### config.mk
export PLATFORM = sky130hd
export DESIGN_NAME = rc4_stream_cipher
export DESIGN_NICKNAME = d
export VERILOG_FILES = /design/src/hw/rtl/rc4_pkg.sv /design/src/hw/rtl/rc4_ram.sv /design/src/hw/rtl/rc4_stream_cipher.sv
export SDC_FILE = /design/constraint.sdc
export NUM_CORES = 2
export LEC_CHECK = 0
export BUFFER_PORTS_ARGS = -buffer_cell sky130_fd_sc_hd__buf_2
export CORE_ASPECT_RATIO = 0.5
export CORE_MARGIN = 2
export CORE_UTILIZATION = 48
export DETAILED_ROUTE_END_ITERATION = 7
export PLACE_DENSITY = 0.68
export SLEW_MARGIN = 20
export SYNTH_ARGS = -nofsm -noshare
export SYNTH_HDL_FRONTEND = slang
export SYNTH_SLANG_ARGS = --single-unit
export TNS_END_PERCENT = 50
### constraint.sdc
create_clock -name clk -period 21.2 [get_ports clk]
set_clock_uncertainty 0.2 [all_clocks]
set_input_delay 0 -clock clk [delete_from_list [all_inputs] [get_ports clk]]
set_output_delay 0 -clock clk [all_outputs]
set_load 0.02 [all_outputs]
### src/hw/rtl/rc4_pkg.sv
// rc4_pkg: shared constants, register indexes and sequencer states for the rc4 block
// no dependencies; imported by rc4_stream_cipher
`timescale 1ns / 1ps

package rc4_pkg;

	localparam int BYTE_W            = 8;
	localparam int TABLE_DEPTH       = 256;
	localparam int ADDR_W            = $clog2(TABLE_DEPTH);
	localparam int MAX_KEY_BYTES_DEF = 32;
	localparam int KEY_REGS          = 4;
	localparam int KEY_REG_W         = 64;
	localparam int KEY_LEN_W         = 6;
	localparam int CFG_IDX_W         = 3;

	// configuration register indexes
	localparam logic [CFG_IDX_W-1:0] REG_KEY_0_7   = 3'd0;
	localparam logic [CFG_IDX_W-1:0] REG_KEY_8_15  = 3'd1;
	localparam logic [CFG_IDX_W-1:0] REG_KEY_16_23 = 3'd2;
	localparam logic [CFG_IDX_W-1:0] REG_KEY_24_31 = 3'd3;
	localparam logic [CFG_IDX_W-1:0] REG_KEY_LEN   = 3'd4;

	localparam logic [KEY_LEN_W-1:0] KEY_LEN_RST = 6'd1;

	typedef enum logic [3:0] {
		ST_IDLE,
		ST_KS_FILL,
		ST_KS_RD_I,
		ST_KS_RD_J,
		ST_KS_WR_I,
		ST_KS_WR_J,
		ST_GEN_RD_I,
		ST_GEN_RD_J,
		ST_GEN_WR_I,
		ST_GEN_WR_J,
		ST_GEN_OUT
	} rc4_state_t;

endpackage

### src/hw/rtl/rc4_ram.sv
// rc4_ram: generic single write port, single read port ram with registered read
// a read at the address being written returns the new data; no dependencies
`timescale 1ns / 1ps

module rc4_ram #(
	parameter int WIDTH = 8,
	parameter int DEPTH = 256
) (
	input  logic                     clk,
	input  logic                     we,
	input  logic [$clog2(DEPTH)-1:0] waddr,
	input  logic [WIDTH-1:0]         wdata,
	input  logic [$clog2(DEPTH)-1:0] raddr,
	output logic [WIDTH-1:0]         rdata
);

	logic [WIDTH-1:0] mem_q [DEPTH];
	logic [WIDTH-1:0] rdata_q;

	always_ff @(posedge clk) begin
		if (we) begin
			mem_q[waddr] <= wdata;
		end
		if (we && (waddr == raddr)) begin
			rdata_q <= wdata;
		end else begin
			rdata_q <= mem_q[raddr];
		end
	end

	assign rdata = rdata_q;

endmodule

### src/hw/rtl/rc4_stream_cipher.sv
// rc4_stream_cipher: rc4 byte cipher, key schedule and keystream generator on one table ram
// depends on rc4_pkg and rc4_ram
`timescale 1ns / 1ps
//
//  channel   signals                              dir  word
//  -------   -----------------------------------  ---  ------------------------------------
//  in        in_valid/in_ready, data_byte,        in   one byte to transform, with start
//            message_start                             flag
//  out       out_valid/out_ready, result_byte     out  data byte xor keystream byte
//  cfg       cfg_valid/cfg_ready, cfg_index,      in   key register write (index 0..4),
//            cfg_data                                  other indexes ignored
//
//  a plain byte passes ST_GEN_RD_J, ST_GEN_WR_I, ST_GEN_WR_J and ST_GEN_OUT before its
//  result word is registered, and a new word is taken only in ST_IDLE: each keystream byte
//  needs two table reads, two writes for the swap and a third read through the single
//  read and write ports of the table ram, plus an idle step that takes the next word.
//  a word that starts a message (and the first word after reset) first runs the key
//  schedule: a fill of all 256 entries, a read of S[0], then for each entry a read of
//  S[j] and the two swap writes, plus a step in ST_GEN_RD_I to restart the generator.
//  reset clears indices, keyed flag, output valid and key bytes, sets key length to one;
//  the table itself is not cleared, it is always filled by the key schedule before use.
//  the finished byte waits in the output register; a stalled out channel holds the
//  sequencer in its last step until the register frees up. cfg_ready is always high.

module rc4_stream_cipher
	import rc4_pkg::*;
#(
	parameter int MAX_KEY_BYTES = MAX_KEY_BYTES_DEF
) (
	input  logic                 clk,
	input  logic                 arst_n,
	// input channel
	input  logic                 in_valid,
	output logic                 in_ready,
	input  logic [BYTE_W-1:0]    data_byte,
	input  logic                 message_start,
	// output channel
	output logic                 out_valid,
	input  logic                 out_ready,
	output logic [BYTE_W-1:0]    result_byte,
	// configuration channel
	input  logic                 cfg_valid,
	output logic                 cfg_ready,
	input  logic [CFG_IDX_W-1:0] cfg_index,
	input  logic [KEY_REG_W-1:0] cfg_data
);

	localparam int KIDX_W = $clog2(MAX_KEY_BYTES);
	localparam int ELEN_W = $clog2(MAX_KEY_BYTES + 1);
	localparam logic [ADDR_W-1:0] LAST_ADDR = ADDR_W'(TABLE_DEPTH - 1);

	// sequencer and generator state
	rc4_state_t state_q, state_nxt;
	logic [ADDR_W-1:0] i_q;          // generator index i
	logic [ADDR_W-1:0] j_q;          // schedule / generator index j
	logic              keyed_q;      // table holds a keyed permutation
	logic [ADDR_W-1:0] cnt_q;        // schedule entry counter n
	logic [KIDX_W-1:0] kidx_q;       // n mod key length
	logic [BYTE_W-1:0] si_q;         // table value at i (or n)
	logic [BYTE_W-1:0] sj_q;         // table value at j
	logic [BYTE_W-1:0] data_q;       // captured input byte
	logic [BYTE_W-1:0] result_q;
	logic              out_valid_q;

	// key storage
	logic [BYTE_W-1:0]    key_q [MAX_KEY_BYTES];
	logic [KEY_LEN_W-1:0] key_len_q;
	logic [ELEN_W-1:0]    eff_len;
	logic [ELEN_W-1:0]    last_kidx;

	// table ram port signals
	logic              ram_we;
	logic [ADDR_W-1:0] ram_waddr;
	logic [BYTE_W-1:0] ram_wdata;
	logic [ADDR_W-1:0] ram_raddr;
	logic [BYTE_W-1:0] ram_rdata;

	logic              in_acc;
	logic              cfg_acc;
	logic              out_free;     // output register can take a new byte
	logic              need_ks;      // accepted word must rerun the key schedule
	logic [ADDR_W-1:0] j_ks;         // j + S[n] + key[n mod len]
	logic [ADDR_W-1:0] j_gen;        // j + S[i]
	logic [ADDR_W-1:0] ks_addr;      // S[i] + S[j] after the swap

	assign in_acc    = in_valid && in_ready;
	assign cfg_ready = 1'b1;
	assign cfg_acc   = cfg_valid && cfg_ready;
	assign out_free  = !out_valid_q || out_ready;
	assign need_ks   = message_start || !keyed_q;

	assign j_ks    = j_q + ram_rdata + key_q[kidx_q];
	assign j_gen   = j_q + ram_rdata;
	assign ks_addr = si_q + sj_q;

	assign out_valid   = out_valid_q;
	assign result_byte = result_q;

	// key length in use: zero counts as one, clamp to the key storage size
	always_comb begin
		if (key_len_q == '0) begin
			eff_len = ELEN_W'(1);
		end else if (int'(key_len_q) > MAX_KEY_BYTES) begin
			eff_len = ELEN_W'(MAX_KEY_BYTES);
		end else begin
			eff_len = ELEN_W'(key_len_q);
		end
		last_kidx = eff_len - ELEN_W'(1);
	end

	rc4_ram #(
		.WIDTH (BYTE_W),
		.DEPTH (TABLE_DEPTH)
	) u_table (
		.clk   (clk),
		.we    (ram_we),
		.waddr (ram_waddr),
		.wdata (ram_wdata),
		.raddr (ram_raddr),
		.rdata (ram_rdata)
	);

	// next state
	always_comb begin
		state_nxt = state_q;
		unique case (state_q)
			ST_IDLE: begin
				if (in_acc) begin
					state_nxt = need_ks ? ST_KS_FILL : ST_GEN_RD_J;
				end
			end
			ST_KS_FILL: begin
				if (cnt_q == LAST_ADDR) begin
					state_nxt = ST_KS_RD_I;
				end
			end
			ST_KS_RD_I:  state_nxt = ST_KS_RD_J;
			ST_KS_RD_J:  state_nxt = ST_KS_WR_I;
			ST_KS_WR_I:  state_nxt = ST_KS_WR_J;
			ST_KS_WR_J: begin
				state_nxt = (cnt_q == LAST_ADDR) ? ST_GEN_RD_I : ST_KS_RD_J;
			end
			ST_GEN_RD_I: state_nxt = ST_GEN_RD_J;
			ST_GEN_RD_J: state_nxt = ST_GEN_WR_I;
			ST_GEN_WR_I: state_nxt = ST_GEN_WR_J;
			ST_GEN_WR_J: state_nxt = ST_GEN_OUT;
			ST_GEN_OUT: begin
				if (out_free) begin
					state_nxt = ST_IDLE;
				end
			end
			default:     state_nxt = ST_IDLE;
		endcase
	end

	// table ram control and input ready
	always_comb begin
		ram_we    = 1'b0;
		ram_waddr = cnt_q;
		ram_wdata = si_q;
		ram_raddr = i_q + ADDR_W'(1);
		in_ready  = 1'b0;
		unique case (state_q)
			ST_IDLE: begin
				// prefetch S[i+1] so a plain byte skips the first read step
				in_ready  = 1'b1;
				ram_raddr = i_q + ADDR_W'(1);
			end
			ST_KS_FILL: begin
				ram_we    = 1'b1;
				ram_waddr = cnt_q;
				ram_wdata = cnt_q;
			end
			ST_KS_RD_I: begin
				ram_raddr = cnt_q;
			end
			ST_KS_RD_J: begin
				ram_raddr = j_ks;
			end
			ST_KS_WR_I: begin
				ram_we    = 1'b1;
				ram_waddr = cnt_q;
				ram_wdata = ram_rdata;
			end
			ST_KS_WR_J: begin
				// write S[j] and fetch S[n+1] in the same cycle
				ram_we    = 1'b1;
				ram_waddr = j_q;
				ram_wdata = si_q;
				ram_raddr = cnt_q + ADDR_W'(1);
			end
			ST_GEN_RD_I: begin
				ram_raddr = i_q + ADDR_W'(1);
			end
			ST_GEN_RD_J: begin
				ram_raddr = j_gen;
			end
			ST_GEN_WR_I: begin
				ram_we    = 1'b1;
				ram_waddr = i_q;
				ram_wdata = ram_rdata;
			end
			ST_GEN_WR_J: begin
				// swap completes here; the keystream read sees the new S[j]
				ram_we    = 1'b1;
				ram_waddr = j_q;
				ram_wdata = si_q;
				ram_raddr = ks_addr;
			end
			ST_GEN_OUT: begin
				ram_raddr = ks_addr;
			end
			default: begin
				ram_we = 1'b0;
			end
		endcase
	end

	// control registers
	always_ff @(posedge clk or negedge arst_n) begin
		if (!arst_n) begin
			state_q     <= ST_IDLE;
			i_q         <= '0;
			j_q         <= '0;
			keyed_q     <= 1'b0;
			out_valid_q <= 1'b0;
		end else begin
			state_q <= state_nxt;
			unique case (state_q)
				ST_IDLE: begin
					if (in_acc && need_ks) begin
						j_q <= '0;
					end else if (in_acc) begin
						i_q <= i_q + ADDR_W'(1);
					end
				end
				ST_KS_RD_J:  j_q <= j_ks;
				ST_KS_WR_J: begin
					if (cnt_q == LAST_ADDR) begin
						i_q     <= '0;
						j_q     <= '0;
						keyed_q <= 1'b1;
					end
				end
				ST_GEN_RD_I: i_q <= i_q + ADDR_W'(1);
				ST_GEN_RD_J: j_q <= j_gen;
				default: begin
					j_q <= j_q;
				end
			endcase
			if (state_q == ST_GEN_OUT && out_free) begin
				out_valid_q <= 1'b1;
			end else if (out_ready) begin
				out_valid_q <= 1'b0;
			end
		end
	end

	// datapath registers
	always_ff @(posedge clk) begin
		unique case (state_q)
			ST_IDLE: begin
				if (in_acc) begin
					data_q <= data_byte;
					cnt_q  <= '0;
					kidx_q <= '0;
				end
			end
			ST_KS_FILL:  cnt_q <= cnt_q + ADDR_W'(1);
			ST_KS_RD_J:  si_q  <= ram_rdata;
			ST_KS_WR_J: begin
				cnt_q <= cnt_q + ADDR_W'(1);
				if (kidx_q == last_kidx[KIDX_W-1:0]) begin
					kidx_q <= '0;
				end else begin
					kidx_q <= kidx_q + KIDX_W'(1);
				end
			end
			ST_GEN_RD_J: si_q <= ram_rdata;
			ST_GEN_WR_I: sj_q <= ram_rdata;
			ST_GEN_OUT: begin
				if (out_free) begin
					result_q <= data_q ^ ram_rdata;
				end
			end
			default: begin
				si_q <= si_q;
			end
		endcase
	end

	// key registers; each byte sits in the register that holds its group of eight
	always_ff @(posedge clk or negedge arst_n) begin
		if (!arst_n) begin
			for (int b = 0; b < MAX_KEY_BYTES; b++) begin
				key_q[b] <= '0;
			end
			key_len_q <= KEY_LEN_RST;
		end else if (cfg_acc) begin
			for (int b = 0; b < MAX_KEY_BYTES; b++) begin
				if (int'(cfg_index) == (b >> 3) && (b >> 3) < KEY_REGS) begin
					key_q[b] <= cfg_data[(b & 7) * BYTE_W +: BYTE_W];
				end
			end
			if (cfg_index == REG_KEY_LEN) begin
				key_len_q <= cfg_data[KEY_LEN_W-1:0];
			end
		end
	end

endmodule
# Yosys cells after proc, flatten, opt, wreduce, memory -nomap -nowiden
# Memories as Yosys holds them, arrays and structs flattened. A register that Yosys moved wholly into a read port is not among the register bits.
# Cells that the tools add are included.
# totals
reg_bits,329
mem_bits_rw,2048
input_bits,81
word_cells,143
memories,1
# classes
addsub,7
n_lt_le_gt_ge,2
n_eq_ne,22
n_mux,31
bitwise,2
n_reduce_logical,34
# mem_list
name,words,word_bits,read_ports,rd_ports_with_merged_regs,write_ports,line,source
u_table.mem_q,256,8,1,1,1,rc4_ram.sv:17,logic [WIDTH-1:0] mem_q [DEPTH];
# ops
op,count
two-way mux 8 bit,7
one-hot mux 8 bit (2 select lines),3
one-hot mux 4 bit (11 select lines),1
binary-select mux 8 bit (select 5 bit),1
one-hot mux 8 bit (5 select lines),1
one-hot mux 8 bit (4 select lines),1
adder 8 bit,3
one-hot mux 8 bit (3 select lines),1
two-way mux 5 bit,4
AND reduction 2 bit,10
adder 8 x 1 -> 8 bit (second input constant),2
== test 4 x 3 -> 1 bit (second input constant),4
== test 4 bit (second input constant),3
two-way mux 4 bit,3
inequality test 2 bit (second input constant),6
one-hot mux 5 bit (2 select lines),1
OR reduction 2 bit,5
== test 3 bit (second input constant),3
== test 4 x 2 -> 1 bit (second input constant),2
== test 8 bit (second input constant),1
XOR 8 bit,1
greater-or-equal comparator 6 bit (second input constant),1
greater-than comparator 6 bit (second input constant),1
logical NOT 6 bit,1
other kinds (19),32

# Depth between registers and ports, before layout
# logic_depth
word_depth,7
ltp_mapped,25
ltp_nobuf,21

# Hierarchy
# Synthesis repeated with hierarchy kept, for this count alone.
# unflattened
hier_cells,4901
area_unflattened_um2,95669.3
# modules_own_cells
mod,instances,cells_each,area_per_inst_um2,seq_area_each_um2
rc4_ram,1,3733,79556.3,61659.1
rc4_stream_cipher,1,1168,16113.0,8459.4

# Worst setup path after synthesis
# OpenSTA, ideal clock, no wires.
# synth_timing
path_type,reg2reg
startpoint,reg with a tool-made name
endpoint,mem u_table.mem_q[0][7] (data pin)
setup_time_ps,2187
t_arrival_ps,12136
required_ps,18813
path_slack_ps,6677
path_stages_with_launch,15
path_cell_list,dfxtp_1 > buf_2 > buf_4 > buf_4 > buf_4 > buf_4 > buf_4 > mux2i_1 > a22oi_1 > nand4_1 > o21ai_0 > o31ai_1 > a21oi_1 > nand2_1 > o21ai_0
# synth_rtl
element,line
"end, declared",rc4_ram.sv:17

==> reports/metrics.csv <==
stage;metric;value;unit
outcome;status;finished clean;
sta;Achievable Freq;117;MHz
worst_setup_path;R2R setup slack;12.66;ns
sta;fin crit period;8.54;ns
worst_setup_path;Startpoint Class;flip-flop;
pwr;total power;15.8;mW
clocking;CTS buffer count;215;
logic_synthesis;top cell type's share of synthesized area;65.7;%
logic_synthesis;FF+latch count, synth;2385;
sta;actual slew at the worst max-slew pin;1.22;ns
drt;final WL;231000;µm
logic_synthesis;syn nets;4677;
final_layout;Final Util;54.6;%
logic_synthesis;gate count after technology mapping;4568;
floorplan;Rows;115;
logic_synthesis;ys flop type;edfxtp_1;
pwr;Leakage Power;34.8;nW
sta;worst setup margin;12.66;ns
sta;unrepaired setup endpoints after global routing;false;
logic_synthesis;fraction of registers with async set/reset;11.9;%
logic_synthesis;dominant cells by area after synthesis;edfxtp_1 66%, mux4_2 17%, dfrtp_1 7.4%, mux2_2 3.3%, nor2_1 1.2%;
final_layout;Fill cells;14600;
floorplan;die height;320;µm
sta;hold_ws;0.0854;ns
worst_setup_path;crit path capture type;flip-flop;
sta;# setup viols final;0;
worst_setup_path;WS Path Type;flip-flop to flip-flop;
worst_setup_path;Critical Path, Cell by Cell;buf_4 -> buf_4 -> buf_4 -> mux4_2 -> mux4_2 -> nand3_1 -> o2111ai_1 -> a221oi_2 -> inv_1 -> ha_1 -> a21oi_1 -> o21ai_0 -> or2_2 -> xor2_1 -> ha_1 -> or3_1 -> o21ai_0 -> nor3_1 -> mux2i_1 -> xor2_1 -> nor2_1 -> a211oi_1;
sta;setup TNS;0;ns
grt;vias in the first global route;48800;
clocking;clk buf depth;4;
clocking;H-tree Lvls;4;
pwr;Power per Cell Area;147;nW/µm²
run;max-cap viol count;0;
grt;Tot GR Track Use;22.7;%
sta;endpoints failing hold;0;
place;post-DP HPWL;141000;µm
drt;average wire per standard cell;30.2;µm
clocking;CTS Root Buffer Type;clkbuf_16;
sta;Period Utilization, post-route;40.3;%
clocking;TritonCTS clock tree;done;
drt;first-pass detailed-route iteration total;6;
logic_synthesis;most common cell in the netlist;edfxtp_1;
place;Port Buffers;90;
worst_setup_path;delay-heaviest family, CP;buffers and inverters;
drt;drt initial violations;6147;
drt;Residual DRC;0;
worst_setup_path;most used cell, CP;buf_4;
sta;Pins Over Slew Limit;0;
logic_synthesis;Syn Std Cell Area;95600;µm²
final_layout;fraction of layout instances using a drive strength above 1;30.4;%
logic_synthesis;top post-synthesis cells by count;2,093 x edfxtp_1, 708 x mux4_2, 314 x nor2_1;
clocking;clk slew on worst S/H paths;0.07;ns
worst_setup_path;CP max stage cell;buf_4;
drt;via count;47600;
logic_synthesis;Synth area leader;edfxtp_1;
floorplan;die area;203000;µm²
logic_synthesis;sequential fraction of the synthesis area;73.3;%
worst_setup_path;critical path required time;21.74;ns
worst_setup_path;WP data arrival;9.07;ns
worst_setup_path;Critical Path Max Stage Delay;0.83;ns
logic_synthesis;YS warnings;0;
hold_path;Tightest Hold Check Type;primary input to async pin;
floorplan;DIE WIDTH;635;µm
final_layout;# nets final;4972;
grt;first-pass GRT wire length;338000;µm
floorplan;Initial Utilization;48.5;%
logic_synthesis;Avg Inst Size Synth;20.9;µm²
clocking;Post-CTS Setup Inserts;0;
floorplan;IO Pins;92;
worst_setup_path;CP Buf/Inv Count;4;
grt;largest net degree at the start of global routing;257;
final_layout;register area;70100;µm²
clocking;clock latency on the worst-skew pair;0.86;ns
worst_setup_path;critical path peak fanout;45;
sta;headroom to the max-slew limit;18.4;%
floorplan;area of the core;197000;µm²
drt;vias per cell;6.21;
grt;initial antenna violation count;8;
pwr;Max VDD drop;0.000223;V
logic_synthesis;Yosys cell types;65;
logic_synthesis;number of synthesized flops with an enable pin;2093;
place;gp weighted congestion;0.886;
final_layout;multi-input logic area;24500;µm²
place;DP Worst Slack;12.58;ns
final_layout;area delta synth->final;12.6;%
clocking;clk sinks;2385;
grt;GRT Residual Overflow;0;
drt;Final ANT Viol Nets;0;
[tightest hold or removal path: stages]
cell and delay [ns]:
dlygate4sd3_1 0.52, dlygate4sd3_1 0.58, buf_8 0.15
[repair_timing]
action,4_1_cts,5_1_grt
gates resized for setup,0,0
hold buffers,161,0
endpoints found under the hold margin,508,0
[worst paths after layout]
path	startpoint	end	depth (start not counted)
hold / removal	arst_n	key_len_q[0]	3
hold reg to reg	keyed_q	keyed_q	1
max in group asynchronous	arst_n	key_q[60]	5
setup / recovery	flip-flop	flip-flop	22
setup reg to reg	flip-flop	flip-flop	22
min in group clk	cfg_valid	key_len_q[0]	5
[metrics by stage]
stage	area (µm²)	instances
after floorplan	95600	4568
after global placement	99100	7114
after detailed placement	99100	7114
after CTS	107000	7659
after global routing	108000	7664
final	108000	7666
[per-layer routing]
metal | vias to the layer above | GRT usage, % | wire, µm | part of all wire [%]
li1 | 19300 | - | - | -
met1 | 25600 | 32.6 | 94500 | 41
met2 | 2315 | 36.1 | 111000 | 48
met3 | 353 | 4.62 | 20600 | 8.9
met4 | 6 | 5.43 | 5650 | 2.4
met5 | - | 0 | 38 | 0.016
[kinds of logic (layout without fill, tap and decap cells)]
family,count (synthesis),count (layout),share of synthesized area (%)
flops,2385,2385,73.3
mux,1030,1030,20.4
simple gates,590,590,2.64
buf+inv,285,747,1.34
compound gates,203,203,1.46
xor+xnor,46,46,0.421
fa+ha+maj,28,28,0.390
other cells,1,5,0.00392
[state kept, by name, indices dropped and copies added, names as in the netlist, named ones only]
| register | count |
|---|---|
| u_table.mem_q | 2048 |
| key_q | 256 |
| cnt_q | 8 |
| data_q | 8 |
| i_q | 8 |
| j_q | 8 |
| result_byte | 8 |
| si_q | 8 |
| sj_q | 8 |
| key_len_q | 6 |
| kidx_q | 5 |
| state_q | 4 |
| keyed_q | 1 |
| out_valid | 1 |
[layout by cell type, fill, tap and decap left out, drive strengths merged, types with 7 or more instances in the layout]
| cell | netlist | layout |
|---|---|---|
| nand3 | 40 | 40 |
| nand2 | 134 | 134 |
| dfrtp | 283 | 283 |
| nand2b | 17 | 17 |
| a21o | 14 | 14 |
| ha | 25 | 25 |
| dfxtp | 8 | 8 |
| inv | 22 | 27 |
| nor2 | 314 | 314 |
| mux2 | 277 | 277 |
| a211oi | 11 | 11 |
| o211ai | 7 | 7 |
| clkbuf | 155 | 267 |
| buf | 108 | 181 |
| xor2 | 14 | 14 |
| and2 | 12 | 12 |
| nor3 | 13 | 13 |
| clkinvlp | 0 | 9 |
| dlygate4sd3 | 0 | 160 |
| xnor2 | 32 | 32 |
| mux4 | 708 | 708 |
| a22oi | 32 | 32 |
| bufinv | 0 | 18 |
| edfxtp | 2093 | 2093 |
| nor2b | 23 | 23 |
| clkinv | 0 | 85 |
| mux2i | 45 | 45 |
| a21oi | 32 | 32 |
| o21ai | 46 | 46 |
| nand3b | 7 | 7 |
[area by class of cell]
cell class              count  share of cell area [%]
inverters                  22                  0.0791
repair buffers            341                    2.71
clock buffers             267                    5.30
flip-flops and latches   2385                    65.2
clock inverters           117                   0.952
well taps                2632                    3.06
multi-input cells        1898                    22.7
diodes                      4                 0.00930
[power by group]
part / switching (mW) / internal (mW) / total [mW]
clock: 1.68 / 2.12 / 3.80
sequential: 0.197 / 6.61 / 6.80
combinational: 3.32 / 1.90 / 5.21
No activity file was read; power rests on OpenSTA's default activity.
